File: src/rtl/box_average_image_downscaler_top_macros.svh
// Assertion macros for the box average downscaler
`ifndef BOX_AVERAGE_IMAGE_DOWNSCALER_TOP_MACROS_SVH
`define BOX_AVERAGE_IMAGE_DOWNSCALER_TOP_MACROS_SVH
`ifndef ASSERT_OFF
`define BAD_ASSERT(label, clk, rst_n, prop, msg) \
    label: assert property (@(posedge clk) disable iff (!rst_n) prop) else $error(msg);
`define BAD_ASSERT_NEXT(label, clk, rst_n, pre, post, msg) \
    label: assert property (@(posedge clk) disable iff (!rst_n) pre |=> post) else $error(msg);
`else
`define BAD_ASSERT(label, clk, rst_n, prop, msg)
`define BAD_ASSERT_NEXT(label, clk, rst_n, pre, post, msg)
`endif
`endif

File: src/rtl/bad_pkg.sv
// Package: types, constants and divide table for the box average downscaler
`timescale 1ns / 1ps
`default_nettype none
package bad_pkg;
    localparam int MAX_WIDTH = 4096;
    localparam int MAX_SCALE = 15;
    localparam int COL_W = $clog2(MAX_WIDTH);
    localparam int AREA_W = 8;

    localparam logic [1:0] REG_WIDTH = 2'd0;
    localparam logic [1:0] REG_HEIGHT = 2'd1;
    localparam logic [1:0] REG_SCALE = 2'd2;
    localparam logic [1:0] REG_CHANS = 2'd3;

    typedef enum logic [1:0] {
        ST_IDLE,
        ST_READ,
        ST_CALC,
        ST_OUT
    } t_state;

    typedef struct packed {
        logic load;
        logic rd;
        logic calc;
    } t_cmd;

    typedef struct packed {
        logic emit;
    } t_status;

    typedef logic [255:0][16:0] t_recip_tab;

    // smallest r with r * a >= 65536, found bit by bit
    function automatic t_recip_tab make_recip();
        t_recip_tab t;
        logic [16:0] q;
        t = '0;
        for (int i = 1; i < 256; i++) begin
            q = 17'd0;
            for (int b = 16; b >= 0; b--) begin
                if ((int'(q | (17'd1 << b)) * i) < 65536) q[b] = 1'b1;
            end
            t[i] = q + 17'd1;
        end
        return t;
    endfunction

    localparam t_recip_tab RECIP_TAB = make_recip();

    // reciprocal: ceil(65536/a), exact for 8-bit dividends and a <= 225
    function automatic logic [16:0] recip(input logic [AREA_W-1:0] a);
        return RECIP_TAB[a];
    endfunction
endpackage
`default_nettype wire

File: src/rtl/bad_ctrl.sv
// Controller state machine: sequences memory read, compute and output
`timescale 1ns / 1ps
`default_nettype none
module bad_ctrl (
    input  wire logic             i_clk,
    input  wire logic             i_rst_n,
    input  wire logic             i_valid,
    output logic                  o_stall,
    output logic                  o_valid,
    input  wire logic             i_stall,
    input  wire bad_pkg::t_status i_status,
    output bad_pkg::t_cmd         o_cmd
);
    import bad_pkg::*;
    `include "box_average_image_downscaler_top_macros.svh"
    t_state r_state, n_state;

    always_ff @(posedge i_clk) begin
        if (!i_rst_n) r_state <= ST_IDLE;
        else r_state <= n_state;
    end

    always_comb begin
        n_state = r_state;
        o_cmd = '0;
        o_stall = 1'b1;
        o_valid = 1'b0;
        case (r_state)
            ST_IDLE: begin
                o_stall = 1'b0;
                if (i_valid) begin
                    o_cmd.load = 1'b1;
                    n_state = ST_READ;
                end
            end
            ST_READ: begin
                o_cmd.rd = 1'b1;
                n_state = ST_CALC;
            end
            ST_CALC: begin
                o_cmd.calc = 1'b1;
                n_state = i_status.emit ? ST_OUT : ST_IDLE;
            end
            ST_OUT: begin
                o_valid = 1'b1;
                if (!i_stall) n_state = ST_IDLE;
            end
            default: n_state = ST_IDLE;
        endcase
    end

    `BAD_ASSERT_NEXT(a_load_rd, i_clk, i_rst_n, o_cmd.load, o_cmd.rd, "read must follow load")
    `BAD_ASSERT_NEXT(a_rd_calc, i_clk, i_rst_n, o_cmd.rd, o_cmd.calc, "calc must follow read")
    `BAD_ASSERT(a_out_hold, i_clk, i_rst_n, o_valid && i_stall |=> o_valid, "output dropped")
endmodule
`default_nettype wire

File: config.mk
export PLATFORM = sky130hd
export DESIGN_NAME = bad_ctrl
export DESIGN_NICKNAME = d
export VERILOG_FILES = /design/src/rtl/bad_pkg.sv /design/src/rtl/bad_ctrl.sv
export VERILOG_INCLUDE_DIRS = /design/src /design/src/rtl
export SDC_FILE = /design/constraint.sdc
export NUM_CORES = 1
export LEC_CHECK = 0
export BUFFER_PORTS_ARGS = -buffer_cell sky130_fd_sc_hd__buf_2
export CAP_MARGIN = 20
export CORE_AREA = 2 2 39 41
export DETAILED_ROUTE_END_ITERATION = 10
export DIE_AREA = 0 0 41 43
export SLEW_MARGIN = 20
export SYNTH_ARGS = -nofsm -noshare
export SYNTH_HDL_FRONTEND = slang
export SYNTH_SLANG_ARGS = --single-unit
File: constraint.sdc
create_clock -name i_clk -period 2.2 [get_ports i_clk]
set_input_delay 0.11 -clock i_clk [delete_from_list [all_inputs] [get_ports i_clk]]
set_output_delay 0.11 -clock i_clk [all_outputs]
set_load 0.005 [all_outputs]
Yosys cells after proc, flatten, opt, wreduce, memory -nomap -nowiden
Cells that the tools add are included.
{"block": "totals", "reg_bits": 2, "inputBits": 5, "word_cells": 18}
{"block": "classes", "eq_ne": 5, "muxes": 10, "reduce_logical": 2}
{"cell": "2-bit one-hot mux with 4 select lines", "count": 1}
{"cell": "1-bit two-way mux", "count": 6}
{"cell": "2-bit two-way mux", "count": 3}
{"cell": "2-bit == test, second input constant", "count": 2}
{"cell": "2-bit inequality test, second input constant", "count": 2}
{"cell": "2-bit by 1-bit == test with 1-bit output, second input constant", "count": 1}
{"cell": "2-bit zero test", "count": 1}
{"cell": "2-bit AND reduction", "count": 1}

Logic depth before layout (Yosys ltp)
Gate-level depths: netlist of the first run.
{"block": "logic_depth", "depth_word": 3, "ltp_mapped": 2, "depth_no_buf": 2}

Least setup slack after synthesis of the first run
Ideal clock, no wire load.
{"block": "synth_path", "path_kind": "reg-to-reg", "start": "register r_state[1]", "end": "register r_state[0]", "setup_ns": 0.122, "t_arrival_ns": 0.765, "t_required_ns": 2.078, "path_slack_ns": 1.313, "path_stages_with_launch": 3, "path_buffers": 0, "synth_period_minus_slack_ns": 0.887, "cell_sequence": "dfxtp_1 and2_4 o311a_1"}
{"block": "synth_between", "elab_chain_len": 3, "elab_cells_between_ends": 8}
{"element": "start: declaration", "line": "bad_ctrl.sv:16", "rtl": "t_state r_state, n_state;"}
{"element": "start signal: assignment", "line": "bad_ctrl.sv:20", "rtl": "else r_state <= n_state;"}
{"element": "2-bit == test / 2-bit zero test (equally long branches)", "line": "bad_ctrl.sv:28", "rtl": "case (r_state)"}
{"element": "2-bit inequality test (no source line)"}
{"element": "2-bit AND reduction (no source line)"}
Several ways; a longest one is shown, not always the timed one.
A chain may end at the register's enable or synchronous reset.

==> flow_metrics.py, run 1 <==
metrics = {
    "outcome": {
        "status": "finished clean",
    },
    "clock_tree": {
        "clk_path_buf_depth": 2,
        "cts.repair.resized": 0,
        "post_cts_buffers": 0,
        "cts_tree": "built",
        "numCtsBuffers": 3,
        "clock_latency_ps": 220,
        "hold_buffers": 0,
        "cts_num_sinks": 2,
        "htree_levels": 1,
        "cts_root_buf": "clkbuf_4",
        "clkSlewWorstSetupHoldPaths_ps": 30,
    },
    "setup_path": {
        "slowest_delay_ps": 340,
        "crit_buf_inv": 1,
        "end_kind": "primary output",
        "critPathTopFamily": "simple AND/OR/NAND/NOR gates",
        "slowest_stage": "dfxtp_1",
        "path_class": "flop to primary output",
        "cp_data_required_time_ps": 2090,
        "startpoint_type": "flop",
        "crit_fanout": 7,
        "critPathArrivalTime_ps": 1080,
        "cp_cell_sequence": "or2_2, nor2_1, buf_2",
    },
    "logic_synthesis": {
        "synth_area_sq_um": 121,
        "ys_ff_latch": 2,
        "yosysSeqAreaShare_pct": 33.0,
        "synth.top_cells.by_area": "dfxtp_1 33%, nor2b_1 10%, o221a_2 9.3%",
        "synth_cells": 14,
        "yosys.area.top_type": "dfxtp_1",
        "synthesis.nets": 19,
        "yosys_warnings": 0,
        "synth.avg_cell_area_sq_um": 8.67,
        "synthDistinctLibCells": 11,
        "synth_top_cell_area_share_pct": 33.0,
    },
    "timing": {
        "hold_violations": 0,
        "rsz0062_at_grt": "no",
        "worst_pin_slew_ps": 192,
        "report.final.slew_viol_count": 0,
        "max_freq_ghz": 0.840,
        "maxSlewHeadroom_pct": 87.2,
        "period_needed_ps": 1190,
        "period_share_pct": 54.1,
        "setup_viol": 0,
        "tns_ps": 0,
        "fin_hold_ws_ps": 135,
        "finClkSkew_ps": 2.42,
    },
    "final_layout": {
        "regMostFlops": "r_state",
        "drive_gt1_share_pct": 61.5,
        "reg.largest.list": "r_state x2",
        "final_cell_mix": "9 x buf_2, 3 x clkbuf_4, 2 x nor2b_1, 2 x inv_1, 2 x dfxtp_1",
        "final_common_cell": "buf_2",
        "n_antenna_cell": 0,
        "instances_no_fill": 42,
        "largest_reg_flops": 2,
        "fin_area_sq_um": 209,
        "syn_to_final_growth_pct": 72.2,
        "layout.nets": 33,
    },
    "routing": {
        "ant_nets": 0,
        "drc": 0,
        "wirelength_um": 313,
        "drt_iter0_drc": 1,
        "first_pass_iters": 2,
        "vias": 136,
        "via_per_inst": 3.24,
        "routedWlPerCell_um": 7.45,
    },
    "power": {
        "cellPowerDensity_nw_per_um2": 762,
        "power.total_uw": 159,
        "pwr-share-comb_pct": 20.2,
        "switching_share_pct": 23.7,
        "switching_power_uw": 37.6,
        "peakVddDrop_mv": 0.0999,
        "p_leak_nw": 0.122,
        "intPower_uw": 121,
        "seqPwrFrac_pct": 29.1,
        "pwr-share-clk_pct": 50.6,
    },
    "die": {
        "core_sq_um": 1380,
        "io-pin-count": 10,
        "die_w_um": 41,
        "start_util_pct": 8.77,
        "die-area_sq_um": 1760,
        "num_rows": 14,
        "fp.dieH_um": 43,
    },
    "placement": {
        "place_congestion": 0.529,
        "placed_area_sq_um": 186,
        "dp.cells": 39,
        "port_buffers": 9,
        "dp.final_hpwl_um": 231,
    },
    "global_route": {
        "grt_max_degree": 8,
        "antenna_found_initial": 0,
        "grt_pass1_wl_um": 434,
        "grt_overflow": 0,
        "grt_pass1_vias": 112,
        "grt_use_total_pct": 5.41,
    },
    "run": {
        "maxCapViolCount": 0,
    },
    "worst_hold_path": {
        "hold_path_class": "input port to flop",
    },
}
## area by class of cell
type | count | area, sq um
Fill cell | 159 | 1170
Multi-Input combinational cell | 10 | 73.8
Timing Repair Buffer | 9 | 45.0
Sequential cell | 2 | 40.0
Clock buffer | 3 | 22.5
Tap cell | 16 | 20.0
Inverter | 2 | 7.51
## logic make-up (layout without fill, tap and decap cells)
logic type             count (synthesis)  after routing  synth area share (%)
flip-flops                             2              2                  33.0
buffers and inverters                  2             14                  6.19
AO/OA/AOI/OAI                          3              3                  25.8
AND/OR/NAND/NOR                        7              7                  35.1
## power by group through the flow
stage	Combinational [mW]	Sequential [mW]	Clock, mW
2_1_floorplan	0.0186	0.0453	0
3_3_place_gp	0.0326	0.0466	0
3_5_place_dp	0.0330	0.0467	0
4_1_cts	0.0331	0.0462	0.0871
5_1_grt	0.0361	0.0470	0.0982
6_report	0.0322	0.0463	0.0806
## worst paths after layout
kind                                  from          to  slack [ps]  depth (start not counted)
worst min register to register  r_state[0]  r_state[0]         620                          1
worst min-delay path               i_rst_n  r_state[0]         140                          2
worst max-delay path            r_state[0]    o_cmd[2]        1010                          3
worst max register to register  r_state[1]  r_state[0]        1280                          2
## through the flow
stage	worst slack [ps]	utilization (%)
floorplan	1310	-
global placement	1250	13.5
detailed placement	1250	13.5
CTS	999	15.1
global route	933	15.1
finish	1010	15.1
## worst reg2reg max path: stages (launching register included)
cell     delay (ps)
dfxtp_1         340
and2_4          160
o311a_1         310
## synthesized netlist by cell type, drive strengths merged
master  n
inv     2
a21bo   1
nand2   1
dfxtp   2
nor2    1
o311a   1
nor2b   2
o221a   1
and2b   1
and2    1
or2     1
## metal layers
layer	routed length, um	GRT usage, %	vias to the layer above
li1	-	-	72
met1	113	3.50	56
met2	168	5.00	6
met3	18	4.71	2
met4	12	12.0	0
met5	0	0	-
Note: power is estimated with default switching activity, not from simulation.
==> run 2, diff against run 1 <==
==> constraint.sdc (replaced) <==
create_clock -name i_clk -period 1 [get_ports i_clk]
set_input_delay 0.05 -clock i_clk [delete_from_list [all_inputs] [get_ports i_clk]]
set_output_delay 0.05 -clock i_clk [all_outputs]
set_load 0.005 [all_outputs]
==> flow_metrics.py, run 2 (same netlist as run 1, synthesis figures left out) <==
metrics = {
    "die": {
        "fp.dieH_um": 43,
        "io-pin-count": 10,
        "start_util_pct": 8.77,
        "die_w_um": 41,
        "num_rows": 14,
        "core_sq_um": 1380,
        "die-area_sq_um": 1760,
    },
    "routing": {
        "wl_met3_um": 18,
        "via_per_inst": 3.37,
        "wl_met1_um": 112,
        "first_pass_iters": 1,
        "routedWlPerCell_um": 7.23,
        "drt_iter0_drc": 0,
        "vias": 145,
        "ant_nets": 0,
        "dr.max_layer_used": "met3",
        "drc": 0,
        "wl_met2_um": 180,
        "wirelength_um": 311,
    },
    "placement": {
        "dp_slack_ps": 68.5,
        "dp.final_hpwl_um": 228,
        "place_congestion": 0.533,
        "port_buffers": 9,
    },
    "power": {
        "p_leak_nw": 0.129,
        "power.total_uw": 370,
        "peakVddDrop_mv": 0.266,
        "cellPowerDensity_nw_per_um2": 1610,
    },
    "timing": {
        "fin_hold_ws_ps": 69.1,
        "tns_ps": -21.9,
        "maxSlewHeadroom_pct": 92.5,
        "period_share_pct": 102,
        "max_freq_ghz": 0.979,
        "setup_viol": 1,
        "period_needed_ps": 1020,
        "finClkSkew_ps": 1.12,
        "hold_violations": 0,
        "report.final.slew_viol_count": 0,
        "setup_slack_ps": -21.9,
        "rsz0062_at_grt": "yes",
        "worst_pin_slew_ps": 112,
    },
    "global_route": {
        "grt_overflow": 0,
        "grt_pass1_wl_um": 414,
        "antenna_found_initial": 0,
        "grt_pass1_vias": 117,
        "grt_max_degree": 8,
        "grt_use_total_pct": 4.61,
    },
    "final_layout": {
        "syn_to_final_growth_pct": 89.7,
        "nFillCells": 164,
        "n_antenna_cell": 0,
        "regMostFlops": "r_state",
        "final_cell_mix": "9 x buf_2, 3 x clkbuf_4, 2 x nor2b_1, 2 x inv_1",
        "reg.largest.list": "r_state x2",
        "multi_input_area_sq_um": 78.8,
        "layout.nets": 34,
        "largest_reg_flops": 2,
        "final_common_cell": "buf_2",
        "final_core_util_pct": 16.6,
        "drive_gt1_share_pct": 74.1,
        "seqCellArea_sq_um": 45.0,
    },
    "setup_path": {
        "startpoint_type": "flop",
        "crit_fanout": 2,
        "critPathArrivalTime_ps": 970,
        "end_kind": "primary output",
        "path_class": "flop to primary output",
        "cp_data_required_time_ps": 950,
    },
    "clock_tree": {
        "htree_levels": 1,
        "cts_root_buf": "clkbuf_4",
        "clk_path_buf_depth": 2,
        "hold_buffers": 0,
        "cts_tree": "built",
        "clock_latency_ps": 220,
        "numCtsBuffers": 3,
        "cts_num_sinks": 2,
        "clkSlewWorstSetupHoldPaths_ps": 30,
    },
    "outcome": {
        "violations": "negative setup slack",
        "status": "finished with violations",
    },
    "run": {
        "maxCapViolCount": 0,
    },
    "worst_hold_path": {
        "hold_path_class": "input port to flop",
    },
}
==> run 2: worst paths after layout <==
check                   from         end  slack [ps]  cells after the start
hold reg to reg   r_state[0]  r_state[0]         620                      2
setup / recovery  r_state[0]    o_cmd[2]         -20                      3
hold / removal       i_rst_n  r_state[0]          70                      2
setup reg to reg  r_state[1]  r_state[0]          90                      2
==> run 2: layout make-up <==
type | instances | share of cell area [%]
sequential | 2 | 19.6
multi-input combinational | 10 | 34.2
inverter | 2 | 3.26
clock buffer | 3 | 9.78
timing repair buffer | 10 | 24.5
tap | 16 | 8.70
==> run 2: repair_timing <==
| action | CTS | global route |
|---|---|---|
| gates resized for setup | 4 | 2 |
| buffers inserted | 1 | 0 |
| endpoints found under the hold margin | 0 | 0 |
| setup endpoints to repair | 3 | 5 |
==> run 2: worst max-delay path: stages (launching register included) <==
cell,delay (ps)
dfxtp_4,330
or2_4,250
nor2_2,70
buf_2,110
==> run 2: where the power goes <==
part | internal [mW] | switching (mW)
logic | 0.0594 | 0.0330
clock network | 0.132 | 0.0454
registers | 0.0909 | 0.00902
==> run 2: layer usage <==
metal  vias to the layer above  track usage [%]
met3                         0             4.71
met2                         4             5.00
li1                         75                -
met1                        66             2.88
met5                         -                0
met4                         0             8.00
==> run 2: stage by stage <==
stage	instance area, sq um	std cells
global route	230	43
finish	230	43
CTS	224	43
floorplan	121	14
global placement	186	39
detailed placement	186	39
